===== src/rtl/edp_pkg.sv =====
`timescale 1ns / 1ps

package edp_pkg;

    localparam int CMD_W   = 2;
    localparam int BYTE_W  = 8;
    localparam int COUNT_W = 16;
    localparam int LEVEL_W = 8;
    localparam int ADDR_W  = 3;
    localparam int CFG_W   = 16;

    localparam int IN_DATA_W  = 16;
    localparam int OUT_DATA_W = 32;

    localparam logic [CMD_W-1:0] CMD_EDGE_A = 2'd0;
    localparam logic [CMD_W-1:0] CMD_EDGE_B = 2'd1;
    localparam logic [CMD_W-1:0] CMD_TICK   = 2'd2;
    localparam logic [CMD_W-1:0] CMD_SPI    = 2'd3;

    localparam logic [BYTE_W-1:0] SPI_RESET_CMD = 8'h01;
    localparam logic [BYTE_W-1:0] SPI_READ_CMD  = 8'h03;

    localparam logic [ADDR_W-1:0] REG_LEVEL_STEP    = 3'd0;
    localparam logic [ADDR_W-1:0] REG_CUT_OFF_BELOW = 3'd1;
    localparam logic [ADDR_W-1:0] REG_CLAMP_ABOVE   = 3'd2;
    localparam logic [ADDR_W-1:0] REG_INITIAL_LEVEL = 3'd3;
    localparam logic [ADDR_W-1:0] REG_COUNT_CENTER  = 3'd4;

    localparam logic [LEVEL_W-1:0] FULL_SCALE = 8'd255;

    localparam logic [LEVEL_W-1:0] STEP_RST   = 8'd25;
    localparam logic [LEVEL_W-1:0] CUT_RST    = 8'd30;
    localparam logic [LEVEL_W-1:0] CLAMP_RST  = 8'd225;
    localparam logic [LEVEL_W-1:0] LEVEL_RST  = 8'd127;
    localparam logic [COUNT_W-1:0] CENTER_RST = 16'h7FFF;

endpackage


===== src/rtl/encoder_dimmer_with_count_readout.sv =====
`timescale 1ns / 1ps

// Rotary encoder dimmer with count readout. Each input beat is one event:
// an encoder edge, a control-loop tick or an SPI command byte, and each
// produces exactly one output beat. One beat is accepted per clock unless
// the output stalls; each beat passes an input register, then a result
// register. The rate is set by the state update in the processing stage,
// which resolves the count compare, level step, ramp and button toggle of a
// tick in one pass. The user must write registers through the cfg port only
// while the block is idle; the block itself does not enforce this. Writes
// to initial_level are ignored; reset restores each register's default.
module encoder_dimmer_with_count_readout
    import edp_pkg::*;
(
    input  logic                  i_clk,
    input  logic                  i_rst_n,

    input  logic                  i_cfg_wr_en,
    input  logic [ADDR_W-1:0]     i_cfg_addr,
    input  logic [CFG_W-1:0]      i_cfg_wdata,

    input  logic                  s_axis_tvalid,
    output logic                  s_axis_tready,
    // [0] other_phase, [1] button_level, [9:2] spi_byte, zero padded
    input  logic [IN_DATA_W-1:0]  s_axis_tdata,
    // [1:0] cmd
    input  logic [CMD_W-1:0]      s_axis_tuser,

    output logic                  m_axis_tvalid,
    input  logic                  m_axis_tready,
    // [15:0] count_value, [23:16] duty, [24] pwm_on, [25] dir_level,
    // [26] count_pulse, zero padded
    output logic [OUT_DATA_W-1:0] m_axis_tdata,
    // [0] read_valid
    output logic                  m_axis_tuser
);

    // configuration
    logic [LEVEL_W-1:0] r_step;
    logic [LEVEL_W-1:0] r_cut;
    logic [LEVEL_W-1:0] r_clamp;
    logic [COUNT_W-1:0] r_center;

    // input stage
    logic               r_in_vld;
    logic [CMD_W-1:0]   r_in_cmd;
    logic               r_in_other;
    logic               r_in_button;
    logic [BYTE_W-1:0]  r_in_spi;

    // state
    logic [COUNT_W-1:0] r_count,  n_count;
    logic               r_armed,  n_armed;
    logic [COUNT_W-1:0] r_last,   n_last;
    logic [LEVEL_W-1:0] r_target, n_target;
    logic [LEVEL_W-1:0] r_ramp,   n_ramp;
    logic [LEVEL_W-1:0] r_saved,  n_saved;
    logic               r_press,  n_press;
    logic               r_en,     n_en;
    logic               r_dir,    n_dir;

    // result stage
    logic                  r_out_vld;
    logic [OUT_DATA_W-1:0] r_out_data;
    logic                  r_out_read;

    logic                  w_adv;
    logic                  w_fire;
    logic                  w_pulse;
    logic                  w_read;
    logic [LEVEL_W-1:0]    w_tgt;
    logic [LEVEL_W:0]      w_up_sum;

    assign w_adv         = !r_out_vld || m_axis_tready;
    assign w_fire        = r_in_vld && w_adv;
    assign s_axis_tready = !r_in_vld || w_adv;

    assign m_axis_tvalid = r_out_vld;
    assign m_axis_tdata  = r_out_data;
    assign m_axis_tuser  = r_out_read;

    always_ff @(posedge i_clk) begin
        if (!i_rst_n) begin
            r_step   <= STEP_RST;
            r_cut    <= CUT_RST;
            r_clamp  <= CLAMP_RST;
            r_center <= CENTER_RST;
        end else if (i_cfg_wr_en) begin
            unique case (i_cfg_addr)
                REG_LEVEL_STEP:    r_step   <= i_cfg_wdata[LEVEL_W-1:0];
                REG_CUT_OFF_BELOW: r_cut    <= i_cfg_wdata[LEVEL_W-1:0];
                REG_CLAMP_ABOVE:   r_clamp  <= i_cfg_wdata[LEVEL_W-1:0];
                // initial_level writes are ignored; reset loads the LEVEL_RST default
                REG_INITIAL_LEVEL: ;
                REG_COUNT_CENTER:  r_center <= i_cfg_wdata[COUNT_W-1:0];
                default: ;
            endcase
        end
    end

    always_comb begin
        n_count  = r_count;
        n_armed  = r_armed;
        n_last   = r_last;
        n_target = r_target;
        n_ramp   = r_ramp;
        n_saved  = r_saved;
        n_press  = r_press;
        n_en     = r_en;
        n_dir    = r_dir;
        w_pulse  = 1'b0;
        w_read   = 1'b0;
        w_tgt    = r_target;
        w_up_sum = {1'b0, r_target} + {1'b0, r_step};

        unique case (r_in_cmd) inside
            CMD_EDGE_A, CMD_EDGE_B: begin
                if (r_armed && !r_in_other) begin
                    n_armed = 1'b0;
                    if (r_in_cmd == CMD_EDGE_B) begin
                        n_count = r_count + COUNT_W'(1);
                    end else begin
                        n_count = r_count - COUNT_W'(1);
                    end
                end else begin
                    n_armed = 1'b1;
                end
            end
            CMD_TICK: begin
                if (r_last > r_count) begin
                    n_dir   = 1'b0;
                    w_pulse = 1'b1;
                    n_last  = r_count;
                    if (r_target < r_cut) begin
                        w_tgt = '0;
                        n_en  = 1'b0;
                    end else if (r_target < r_step) begin
                        w_tgt = '0;
                    end else begin
                        w_tgt = r_target - r_step;
                    end
                end else if (r_last < r_count) begin
                    n_dir   = 1'b1;
                    w_pulse = 1'b1;
                    n_last  = r_count;
                    if (r_target > r_clamp) begin
                        w_tgt = FULL_SCALE;
                    end else begin
                        n_en  = 1'b1;
                        w_tgt = w_up_sum[LEVEL_W] ? FULL_SCALE : w_up_sum[LEVEL_W-1:0];
                    end
                end

                if (r_ramp < w_tgt) begin
                    if (r_ramp == '0) begin
                        n_en = 1'b1;
                    end
                    n_ramp = r_ramp + LEVEL_W'(1);
                end else if (r_ramp > w_tgt) begin
                    n_ramp = r_ramp - LEVEL_W'(1);
                    if (r_ramp == LEVEL_W'(1)) begin
                        n_en = 1'b0;
                    end
                end

                n_target = w_tgt;
                if (!r_in_button) begin
                    n_press = 1'b1;
                end else if (r_press) begin
                    if (w_tgt != '0) begin
                        n_saved  = w_tgt;
                        n_target = '0;
                    end else begin
                        n_target = r_saved;
                    end
                    n_press = 1'b0;
                end
            end
            CMD_SPI: begin
                if (r_in_spi == SPI_RESET_CMD) begin
                    n_count = r_center;
                end else if (r_in_spi == SPI_READ_CMD) begin
                    w_read = 1'b1;
                end
            end
            default: ;
        endcase
    end

    always_ff @(posedge i_clk) begin
        if (!i_rst_n) begin
            r_in_vld  <= 1'b0;
            r_out_vld <= 1'b0;
            r_count   <= CENTER_RST;
            r_armed   <= 1'b0;
            r_last    <= CENTER_RST;
            r_target  <= LEVEL_RST;
            r_ramp    <= LEVEL_RST;
            r_saved   <= LEVEL_RST;
            r_press   <= 1'b0;
            r_en      <= 1'b1;
            r_dir     <= 1'b0;
        end else begin
            if (s_axis_tready) begin
                r_in_vld <= s_axis_tvalid;
            end
            if (w_adv) begin
                r_out_vld <= r_in_vld;
            end
            if (w_fire) begin
                r_count  <= n_count;
                r_armed  <= n_armed;
                r_last   <= n_last;
                r_target <= n_target;
                r_ramp   <= n_ramp;
                r_saved  <= n_saved;
                r_press  <= n_press;
                r_en     <= n_en;
                r_dir    <= n_dir;
            end
        end
    end

    always_ff @(posedge i_clk) begin
        if (s_axis_tvalid && s_axis_tready) begin
            r_in_cmd    <= s_axis_tuser;
            r_in_other  <= s_axis_tdata[0];
            r_in_button <= s_axis_tdata[1];
            r_in_spi    <= s_axis_tdata[9:2];
        end
        if (w_fire) begin
            r_out_data <= {5'd0, w_pulse, n_dir, n_en, n_ramp, n_count};
            r_out_read <= w_read;
        end
    end

    a_ramp_only_on_tick: assert property (@(posedge i_clk) disable iff (!i_rst_n)
        (w_fire && r_in_cmd != CMD_TICK) |=> $stable(r_ramp))
        else $error("ramp level moved on a non-tick beat");

    a_ramp_unit_step: assert property (@(posedge i_clk) disable iff (!i_rst_n)
        w_fire |=> (r_ramp == $past(r_ramp) ||
                    r_ramp == LEVEL_W'($past(r_ramp) + LEVEL_W'(1)) ||
                    r_ramp == LEVEL_W'($past(r_ramp) - LEVEL_W'(1))))
        else $error("ramp level moved by more than one");

    a_last_only_on_tick: assert property (@(posedge i_clk) disable iff (!i_rst_n)
        (w_fire && r_in_cmd != CMD_TICK) |=> $stable(r_last))
        else $error("last seen count changed outside a tick");

    a_read_no_pulse: assert property (@(posedge i_clk) disable iff (!i_rst_n)
        (r_out_vld && r_out_read) |-> !r_out_data[26])
        else $error("read beat carries a count pulse");

endmodule


===== config.mk =====
export PLATFORM = sky130hd
export DESIGN_NAME = encoder_dimmer_with_count_readout
export DESIGN_NICKNAME = d
export VERILOG_FILES = /design/src/rtl/edp_pkg.sv /design/src/rtl/encoder_dimmer_with_count_readout.sv
export SDC_FILE = /design/constraint.sdc
export NUM_CORES = 1
export LEC_CHECK = 0
export ABC_AREA = 0
export BUFFER_PORTS_ARGS = -buffer_cell sky130_fd_sc_hd__buf_2
export CAP_MARGIN = 20
export CORE_ASPECT_RATIO = 0.8
export CORE_MARGIN = 1.5
export CORE_UTILIZATION = 40
export DETAILED_ROUTE_END_ITERATION = 8
export HOLD_SLACK_MARGIN = 0.12
export PLACE_DENSITY_LB_ADDON = 0.08
export SLEW_MARGIN = 20
export SYNTH_ARGS = -nofsm -noshare
export SYNTH_HDL_FRONTEND = slang
export SYNTH_SLANG_ARGS = --single-unit

===== constraint.sdc =====
create_clock -name i_clk -period 6.85 [get_ports i_clk]
set_clock_uncertainty 0.15 [all_clocks]
set_input_delay 0.685 -clock i_clk [delete_from_list [all_inputs] [get_ports i_clk]]
set_output_delay 0.685 -clock i_clk [all_outputs]
set_load 0.01 [all_outputs]

=== Word-level counts from Yosys, hierarchy flattened ===
Cells that the tools add are included.

* Register bits: 142
* Output and inout bits: 35

* Bitwise operators: 1
* Equal/unequal tests: 9
* Reductions and logical operators: 23
* Mux-type cells: 36
* $lt $le $gt $ge: 7
* Add/subtract/negate cells: 6

{| class="wikitable"
|+ Operator list
! cell !! count
|-
| 2-to-1 mux 8 bit || 13
|-
| 2-to-1 mux 16 bit || 5
|-
| one-hot mux 16 bit (2 select lines) || 1
|-
| less-than comparator 8 bit || 3
|-
| 2-to-1 mux 1 bit || 17
|-
| adder 16 x 1 -> 16 bit, second input constant || 1
|-
| equality test 8 x 1 -> 1 bit, second input constant || 2
|-
| > comparator 16 bit || 1
|-
| > comparator 8 bit || 2
|-
| less-than comparator 16 bit || 1
|-
| subtractor 16 x 1 -> 16 bit, second input constant || 1
|-
| AND reduction 2 bit || 6
|-
| adder 8 x 8 -> 9 bit || 1
|-
| adder 8 x 1 -> 8 bit, second input constant || 1
|-
| equality test 8 x 2 -> 1 bit, second input constant || 1
|-
| zero test 8 bit || 1
|-
| nonzero test 8 bit || 1
|-
| subtractor 8 x 1 -> 8 bit, second input constant || 1
|-
| subtractor 8 bit || 1
|-
| AND reduction 5 bit || 1
|-
| equality test 2 bit, second input constant || 2
|-
| OR reduction 2 bit || 2
|-
| equality test 3 x 1 -> 1 bit, second input constant || 1
|-
| equality test 3 x 2 -> 1 bit, second input constant || 1
|-
| other kinds (10) || 15
|}

=== Longest topological paths before layout ===
Gate-level depths: netlist (run 1).

* Depth after elaboration: 10
* Depth in mapped cells: 21
* Mapped depth without buffers: 21

=== Worst setup path after synthesis (run 1) ===
OpenSTA, ideal clock, no wires.

* Kind: register -> register
* Start point: register r_count[15]
* End point: register r_ramp[3]
* Stages on the path, launching flop included: 21
* Setup slack: 2.325 ns
* Library setup time: 0.120 ns
* Arrival: 4.255 ns
* Path through: dfxtp_1 > inv_1 > ha_1 > nand4_2 > or2_4 > a211oi_4 > or3_1 > buf_4 > buf_6 > a21oi_1 > a311o_1 > a22oi_4 > ha_1 > o21a_1 > o21a_1 > o21ba_2 > nor2_1 > o21ai_1 > a21oi_1 > xor2_1 > a211o_1

* Word-level cells in the longest chain between the ends: 8

{| class="wikitable"
|+ Ends and longest elaborated chain
! element !! line !! text
|-
| from (decl) || encoder_dimmer_with_count_readout.sv:52 || <nowiki>logic [COUNT_W-1:0] r_count, n_count;</nowiki>
|-
| from (signal assigned) || encoder_dimmer_with_count_readout.sv:211 || <nowiki>r_count <= n_count;</nowiki>
|-
| less-than comparator 16 bit || encoder_dimmer_with_count_readout.sv:142 || <nowiki>end else if (r_last < r_count) begin</nowiki>
|-
| 2-to-1 mux 8 bit || encoder_dimmer_with_count_readout.sv:142 ||
|-
| 2-to-1 mux 8 bit * || encoder_dimmer_with_count_readout.sv:130 || <nowiki>if (r_last > r_count) begin</nowiki>
|-
| 2-to-1 mux 8 bit * || encoder_dimmer_with_count_readout.sv:116 || <nowiki>unique case (r_in_cmd) inside</nowiki>
|-
| > comparator 8 bit || encoder_dimmer_with_count_readout.sv:159 || <nowiki>end else if (r_ramp > w_tgt) begin</nowiki>
|-
| 2-to-1 mux 8 bit || encoder_dimmer_with_count_readout.sv:159 ||
|-
| 2-to-1 mux 8 bit * || encoder_dimmer_with_count_readout.sv:154 || <nowiki>if (r_ramp < w_tgt) begin</nowiki>
|-
| 2-to-1 mux 8 bit * || encoder_dimmer_with_count_readout.sv:116 ||
|-
| named net n_ramp[3] || encoder_dimmer_with_count_readout.sv:56 || <nowiki>logic [LEVEL_W-1:0] r_ramp, n_ramp;</nowiki>
|-
| to (signal assigned) || encoder_dimmer_with_count_readout.sv:215 || <nowiki>r_ramp <= n_ramp;</nowiki>
|-
| to (decl) || encoder_dimmer_with_count_readout.sv:56 ||
|}

Mark *: on every way through the listed nets, which the timed path passes. The rest lies on a longest branch. The select of a mux whose other input is x is not followed.
A chain may end at the register's enable or synchronous reset.

=== Final worst setup path (run 1) ===
Ends and elaborated chain as after synthesis.

==> flow_summary_export.csv, run 1 <==
group,metric,value,unit
cts,cts_setup_buffers,0,
cts,ctsHoldBuffers,0,
grt,grt-ovfl-total,0,
synth,synth_edf_count,40,
final_layout,finalNetCount,1099,
synth,synth.avg_cell_area,8.88,um2
synth,synthCells,926,
routing,dr_wl_met2,8650,um
synth,synthDistinctLibCells,73,
cts,cts_buffer_depth,2,
grt,grt_pass1_wl,34200,um
worst_setup_path,crit_path_start,"r_count[15]",
worst_setup_path,critPathKind,"flop to flop",
place,port_buffers,65,
sta,maxSlewHeadroom,32.1,%
place,gp_congestion,0.795,
worst_setup_path,crit_fanout,14,
grt,antenna_found_initial,0,
floorplan,placementRows,46,
synth,synth_most_common_cell,"nand2_1",
sta,slew_violations,0,
synth,synth_flop_cell,"dfxtp_1",
routing,dr.pass1.iters,4,
sta,hold_ws,0.279,ns
cts,clk_pin_slew,0.06,ns
routing,wl_met3,854,um
routing,viasPerCell,5.31,
synth,ys_ff_latch,142,
routing,routed_wl,20900,um
final_layout,fillers,1976,
worst_setup_path,worstReg2RegStart,"r_count[15]",
routing,top_layer_used,"met4",
place,dp_hpwl,15000,um
worst_hold_path,hp-class,"primary input to flop",
final_layout,antenna_cells,0,
synth,synth.area.top_cells,"dfxtp_1 (25%), edfxtp_1 (15%), ha_1 (11%)",
place,pre_cts_ws,1.52,ns
sta,fmax,0.189,GHz
cts,cts.sinks,142,
final_layout,area_growth,14.0,%
sta,hold_viol,0,
pwr,power_density,265,nW/um2
floorplan,num_io_pins,77,
synth,ys_warn_count,0,
pwr,p_leak,3.95,nW
worst_setup_path,r2r-end,"r_ramp[3]",
routing,m1WireLength,11300,um
sta,rsz0062_at_grt,"false",
floorplan,fp.coreArea,20000,um2
cts,cts_made_buffers,17,
grt,grt_use_total,20.4,%
sta,fin_tns_setup,0,ns
cts,cts_tree,"done",
synth,yosys-top-cells-count,"nand2_1 (140), dfxtp_1 (102), ha_1 (73)",
routing,vias,6685,
cts,ctsResizeCount,0,
floorplan,start_util,41.2,%
worst_hold_path,hp-start,"s_axis_tdata[6]",
synth,ys_seq_area_share,39.5,%
worst_setup_path,r2r_cells,18,
final_layout,final_layout_size_suffix_gt1_share,12.6,%
grt,grt_max_degree,65,
worst_setup_path,start_kind,"flop",
floorplan,die_height,131,um
synth,async_flop_share,0,%
routing,drtIter0Drc,408,
cts,cts-htree-levels,4,
sta,finalWorstSetupSlack,1.56,ns
worst_setup_path,cp-end-kind,"flop",
synth,yosysTopAreaCellShare,24.8,%
floorplan,die_w,163,um
worst_setup_path,cp.arrival,5.45,ns
pwr,vdd_ir_drop_max,0.140,mV
sta,tightest_slew,1.01,ns
floorplan,dieArea,21400,um2
worst_setup_path,setup.worst_path.end,"r_ramp[3]",
routing,ant_nets,0,
job,cap_violations,0,
sta,period_share,77.2,%
worst_setup_path,cp.required,7.02,ns
synth,synth_top_cell_by_area,"dfxtp_1",
cts,cts-root-buf,"clkbuf_16",
grt,first_global_vias,6284,
synth,syn_area,8220,um2
status,status,"complete, no violations",
cts,clk_latency,0.43,ns
place,dp_cells,1226,
routing,routedWlPerCell,16.6,um
routing,drc,0,
sta,min_period,5.29,ns
final_layout,stdcell_count,1258,
sta,setup_violations,0,
worst_setup_path,reg2reg_slack,1.56,ns
-- how the worst min path moves through the flow --
stage                  endpoint  slack [ns]  cells after the start
floorplan            r_saved[7]        0.29                      2
global placement     r_clamp[1]        0.29                      2
detailed placement   r_clamp[1]        0.30                      2
CTS                 r_in_spi[4]        0.27                      1
global route        r_in_spi[4]        0.26                      1
finish              r_in_spi[4]        0.28                      1
-- per-stage QoR --
step	total power, mW	util (%)	instance area, um2
after global routing	2.62	46.9	9370
after global placement	1.54	43.9	8760
after detailed placement	1.54	43.9	8770
final	2.48	46.9	9370
after CTS	2.51	46.9	9370
after floorplan	1.40	-	8240
-- report_power, final --
part | internal, mW | switching, mW | total [mW]
combinational | 0.231 | 0.363 | 0.594
sequential | 0.906 | 0.0281 | 0.934
clock | 0.582 | 0.372 | 0.954
-- per-layer routing --
| layer | vias up | track usage [%] |
|---|---|---|
| met3 | 11 | 5.02 |
| met5 | - | 0 |
| li1 | 3435 | - |
| met2 | 116 | 29.4 |
| met4 | 0 | 3.98 |
| met1 | 3123 | 30.6 |
-- final cells by class --
cell class                      count  area (um2)  area share (%)
Clock inverter                     14         164            1.75
Clock buffer                       18         439            4.69
Timing Repair Buffer               72         378            4.03
Sequential cell                   142        3240            34.6
Inverter                           62         233            2.48
Tap cell                          264         330            3.53
Multi-Input combinational cell    686        4580            48.9
-- flip-flops by register name, summed over array words and instances (netlist names), 16 cells and up --
name / count
m_axis_tdata: 27
r_center: 16
r_last: 16
r_count: 16
-- cell families after synthesis --
family	count (synthesis)	synth area share, %
AND/OR/NAND/NOR	325	18.7
AO/OA/AOI/OAI	247	21.2
flip-flops	142	39.5
buffers and inverters	102	5.05
adder cells (fa/ha/maj)	76	11.8
XOR/XNOR	24	2.56
multiplexers	9	1.14
other	1	0.0456
-- placed cells by master, fill, tap and decap left out, drive strengths merged, types with 6 or more instances in the layout --
master  instances
o21ai          35
a211o           9
clkbuf         18
nor3           18
a21o            9
xnor2          13
nand3          35
nand2b         12
nor2b          14
o21a           10
inv            65
or3            10
mux2i           6
edfxtp         40
ha             73
a21oi          64
a211oi         12
o211ai         47
nor2           54
dfxtp         102
a22oi          14
nand2         140
buf            72
nand4          12
xor2           11
and2            7
-- worst max-delay path, cell delays in order, from the launching register on --
cell	delay (ns)
dfxtp_1	0.38
inv_1	0.10
ha_1	0.33
nand4_2	0.18
or2_4	0.32
a211oi_4	0.26
or3_1	0.44
a21oi_1	0.12
a311o_1	0.38
a22oi_4	0.35
ha_1	0.32
o21a_1	0.11
o21a_1	0.17
o21ba_2	0.20
nor2_1	0.40
o21ai_1	0.33
a21oi_1	0.23
xor2_1	0.11
a211o_1	0.30
Note: power is estimated with default switching activity, not from simulation.
==> inputs of run 2 (changes only) <==
- clock period: 6.85 -> 4.6 ns (I/O delays scaled with it)
==> run 2 against run 1 <==
Against the previous run:
- sequential power grew 49%
- wire length grew 7.2%
- core utilization grew 3.1 points
- flip-flop and latch count is the same
- design area grew 6.7%
- critical path type unchanged
- largest power group unchanged
==> flow_summary_export.csv, run 2 (synthesized netlist as in run 1, its figures left out) <==
group,metric,value,unit
final_layout,finalNetCount,1160,
pwr,p_leak,4.23,nW
worst_hold_path,hp-start,"i_cfg_wdata[6]",
worst_setup_path,r2r-end,"r_ramp[6]",
grt,grt-ovfl-total,0,
grt,grt_use_total,21.4,%
floorplan,num_io_pins,77,
worst_setup_path,crit_fanout,7,
sta,finalWorstSetupSlack,0.200,ns
worst_setup_path,r2r_cells,20,
pwr,vdd_ir_drop_max,0.208,mV
place,pre_cts_ws,-0.0584,ns
routing,dr.pass1.iters,5,
cts,cts.sinks,142,
routing,top_layer_used,"met4",
final_layout,area_growth,21.6,%
routing,ant_nets,0,
sta,fmax,0.227,GHz
worst_hold_path,hold_end,"r_cut[6]",
final_layout,fillers,1894,
routing,vias,6941,
floorplan,die_height,131,um
sta,setup_violations,0,
worst_setup_path,start_kind,"flop",
final_layout,stdcell_count,1319,
floorplan,fp.coreArea,20000,um2
job,cap_violations,0,
routing,dr_wl_met2,9290,um
cts,cts_buffer_depth,2,
place,dp_hpwl,15700,um
final_layout,final_common_cell,"nand2_1",
routing,routedWlPerCell,17.0,um
pwr,comb_power_share,27.8,%
cts,cts-htree-levels,4,
place,placed_cell_area,9050,um2
floorplan,start_util,41.2,%
routing,routed_wl,22400,um
pwr,power.switching,1.22,mW
worst_setup_path,crit_family,"compound AO/OA/AOI/OAI gates",
sta,tightest_slew,1.00,ns
cts,cts_made_buffers,17,
place,port_buffers,65,
final_layout,multi_input_area,4700,um2
place,gp_congestion,0.836,
pwr,clockPowerShare,36.2,%
grt,antenna_found_initial,0,
cts,cts_tree,"done",
cts,cts-root-buf,"clkbuf_16",
worst_setup_path,path_cells,"ha_4 > inv_1 > fa_2 > a211o_1 > a21oi_2 > a211oi_2 > o211a_4 > a221o_1 > and2_4 > inv_1 > ha_1 > nor2b_1 > o21a_1 > o21a_1 > o21bai_1 > nand3_1 > o22a_1 > a211oi_2 > xor2_1 > o31a_1",
worst_setup_path,slowest_stage,"dfxtp_1",
worst_setup_path,cp.arrival,4.56,ns
worst_setup_path,reg2reg_slack,0.20,ns
final_layout,seq_area,3250,um2
cts,clk_pin_slew,0.06,ns
sta,maxSlewHeadroom,33.1,%
worst_setup_path,cp.required,4.76,ns
grt,grt_pass1_wl,35700,um
worst_setup_path,slowest_delay,0.41,ns
sta,period_share,95.6,%
sta,hold_viol,0,
final_layout,final_layout_size_suffix_gt1_share,18.3,%
routing,m1WireLength,12000,um
worst_setup_path,critPathKind,"flop to flop",
pwr,internal_power,2.64,mW
final_layout,final_area,10000,um2
routing,drtIter0Drc,379,
pwr,seq_power_share,36.0,%
floorplan,placementRows,46,
floorplan,die_w,163,um
grt,first_global_vias,6581,
routing,viasPerCell,5.26,
grt,grt_max_degree,65,
place,dp_cells,1264,
status,status,"complete, no violations",
final_layout,mostFrequentLayoutCells,"nand2_1 (140), dfxtp_1 (96), ha_1 (67), buf_2 (65), a21oi_1 (62)",
sta,slew_violations,0,
final_layout,antenna_cells,0,
pwr,netSwitchingFraction,31.7,%
worst_hold_path,min_path_cells,3,
worst_setup_path,path_buf_inv,2,
routing,drc,0,
worst_setup_path,cp-end-kind,"flop",
cts,clk_latency,0.43,ns
pwr,power_density,386,nW/um2
routing,wl_met3,863,um
worst_hold_path,hp-class,"primary input to flop",
final_layout,largest_reg_flops,27,
worst_setup_path,worstReg2RegStart,"r_step[0]",
sta,min_period,4.40,ns
floorplan,dieArea,21400,um2
run 2: how the worst max path moves through the flow:
| stage | from | endpoint | slack, ns | depth (start not counted) |
|---|---|---|---|---|
| detailed placement | r_target[0] | r_ramp[6] | -0.06 | 20 |
| floorplan | r_count[15] | r_ramp[3] | 0.08 | 20 |
| CTS | r_target[0] | r_ramp[3] | 0.01 | 20 |
| global placement | r_target[0] | r_ramp[6] | 0.02 | 20 |
| finish | r_step[0] | r_ramp[6] | 0.20 | 20 |
| global route | r_target[1] | r_en | -0.05 | 18 |
run 2: repair_timing:
item	4_1_cts	5_1_grt
setup endpoints to repair	1	18
resized for setup	2	30
hold buffers	20	0
hold endpoints to repair	20	0
pin swaps	0	6
setup buffers	0	3
run 2: power groups by stage:
stage                     Combinational, mW  Clock (mW)  Sequential, mW
final                                  1.07        1.40            1.39
after global routing                   1.19        1.48            1.40
after CTS                              1.00        1.43            1.39
after detailed placement              0.977           0            1.42
after global placement                0.974           0            1.42
after floorplan                       0.678           0            1.41
run 2: routing by layer:
| metal | vias up | track usage [%] |
|---|---|---|
| met5 | - | 0 |
| met4 | 0 | 5.35 |
| li1 | 3571 | - |
| met2 | 134 | 30.4 |
| met3 | 21 | 3.57 |
| met1 | 3215 | 33.1 |
run 2: cell type report:
| cell class | count | share of cell area (%) |
|---|---|---|
| sequential | 142 | 32.5 |
| multi-input combinational | 686 | 47.1 |
| inverter | 62 | 2.33 |
| clock buffer | 18 | 4.29 |
| tap | 264 | 3.30 |
| clock inverter | 14 | 1.58 |
| timing repair buffer | 133 | 8.90 |
run 2: stage by stage:
step                hold WS, ns  power [mW]  setup TNS [ns]  utilization [%]
floorplan                 0.286        2.09               0                -
global placement          0.293        2.39               0             45.3
detailed placement        0.301        2.39         -0.0584             45.3
CTS                       0.156        3.82               0             49.3
global route              0.164        4.07         -0.0841             50.1
finish                    0.167        3.86               0             50.1
run 2: worst reg2reg max path: cells and delay by family, from the launching register on:
kind	cells	cell delay, ns
compound gates	11	2.34
simple gates	3	0.45
flops	1	0.41
fa+ha+maj	3	0.71
buf+inv	2	0.10
xor+xnor	1	0.12
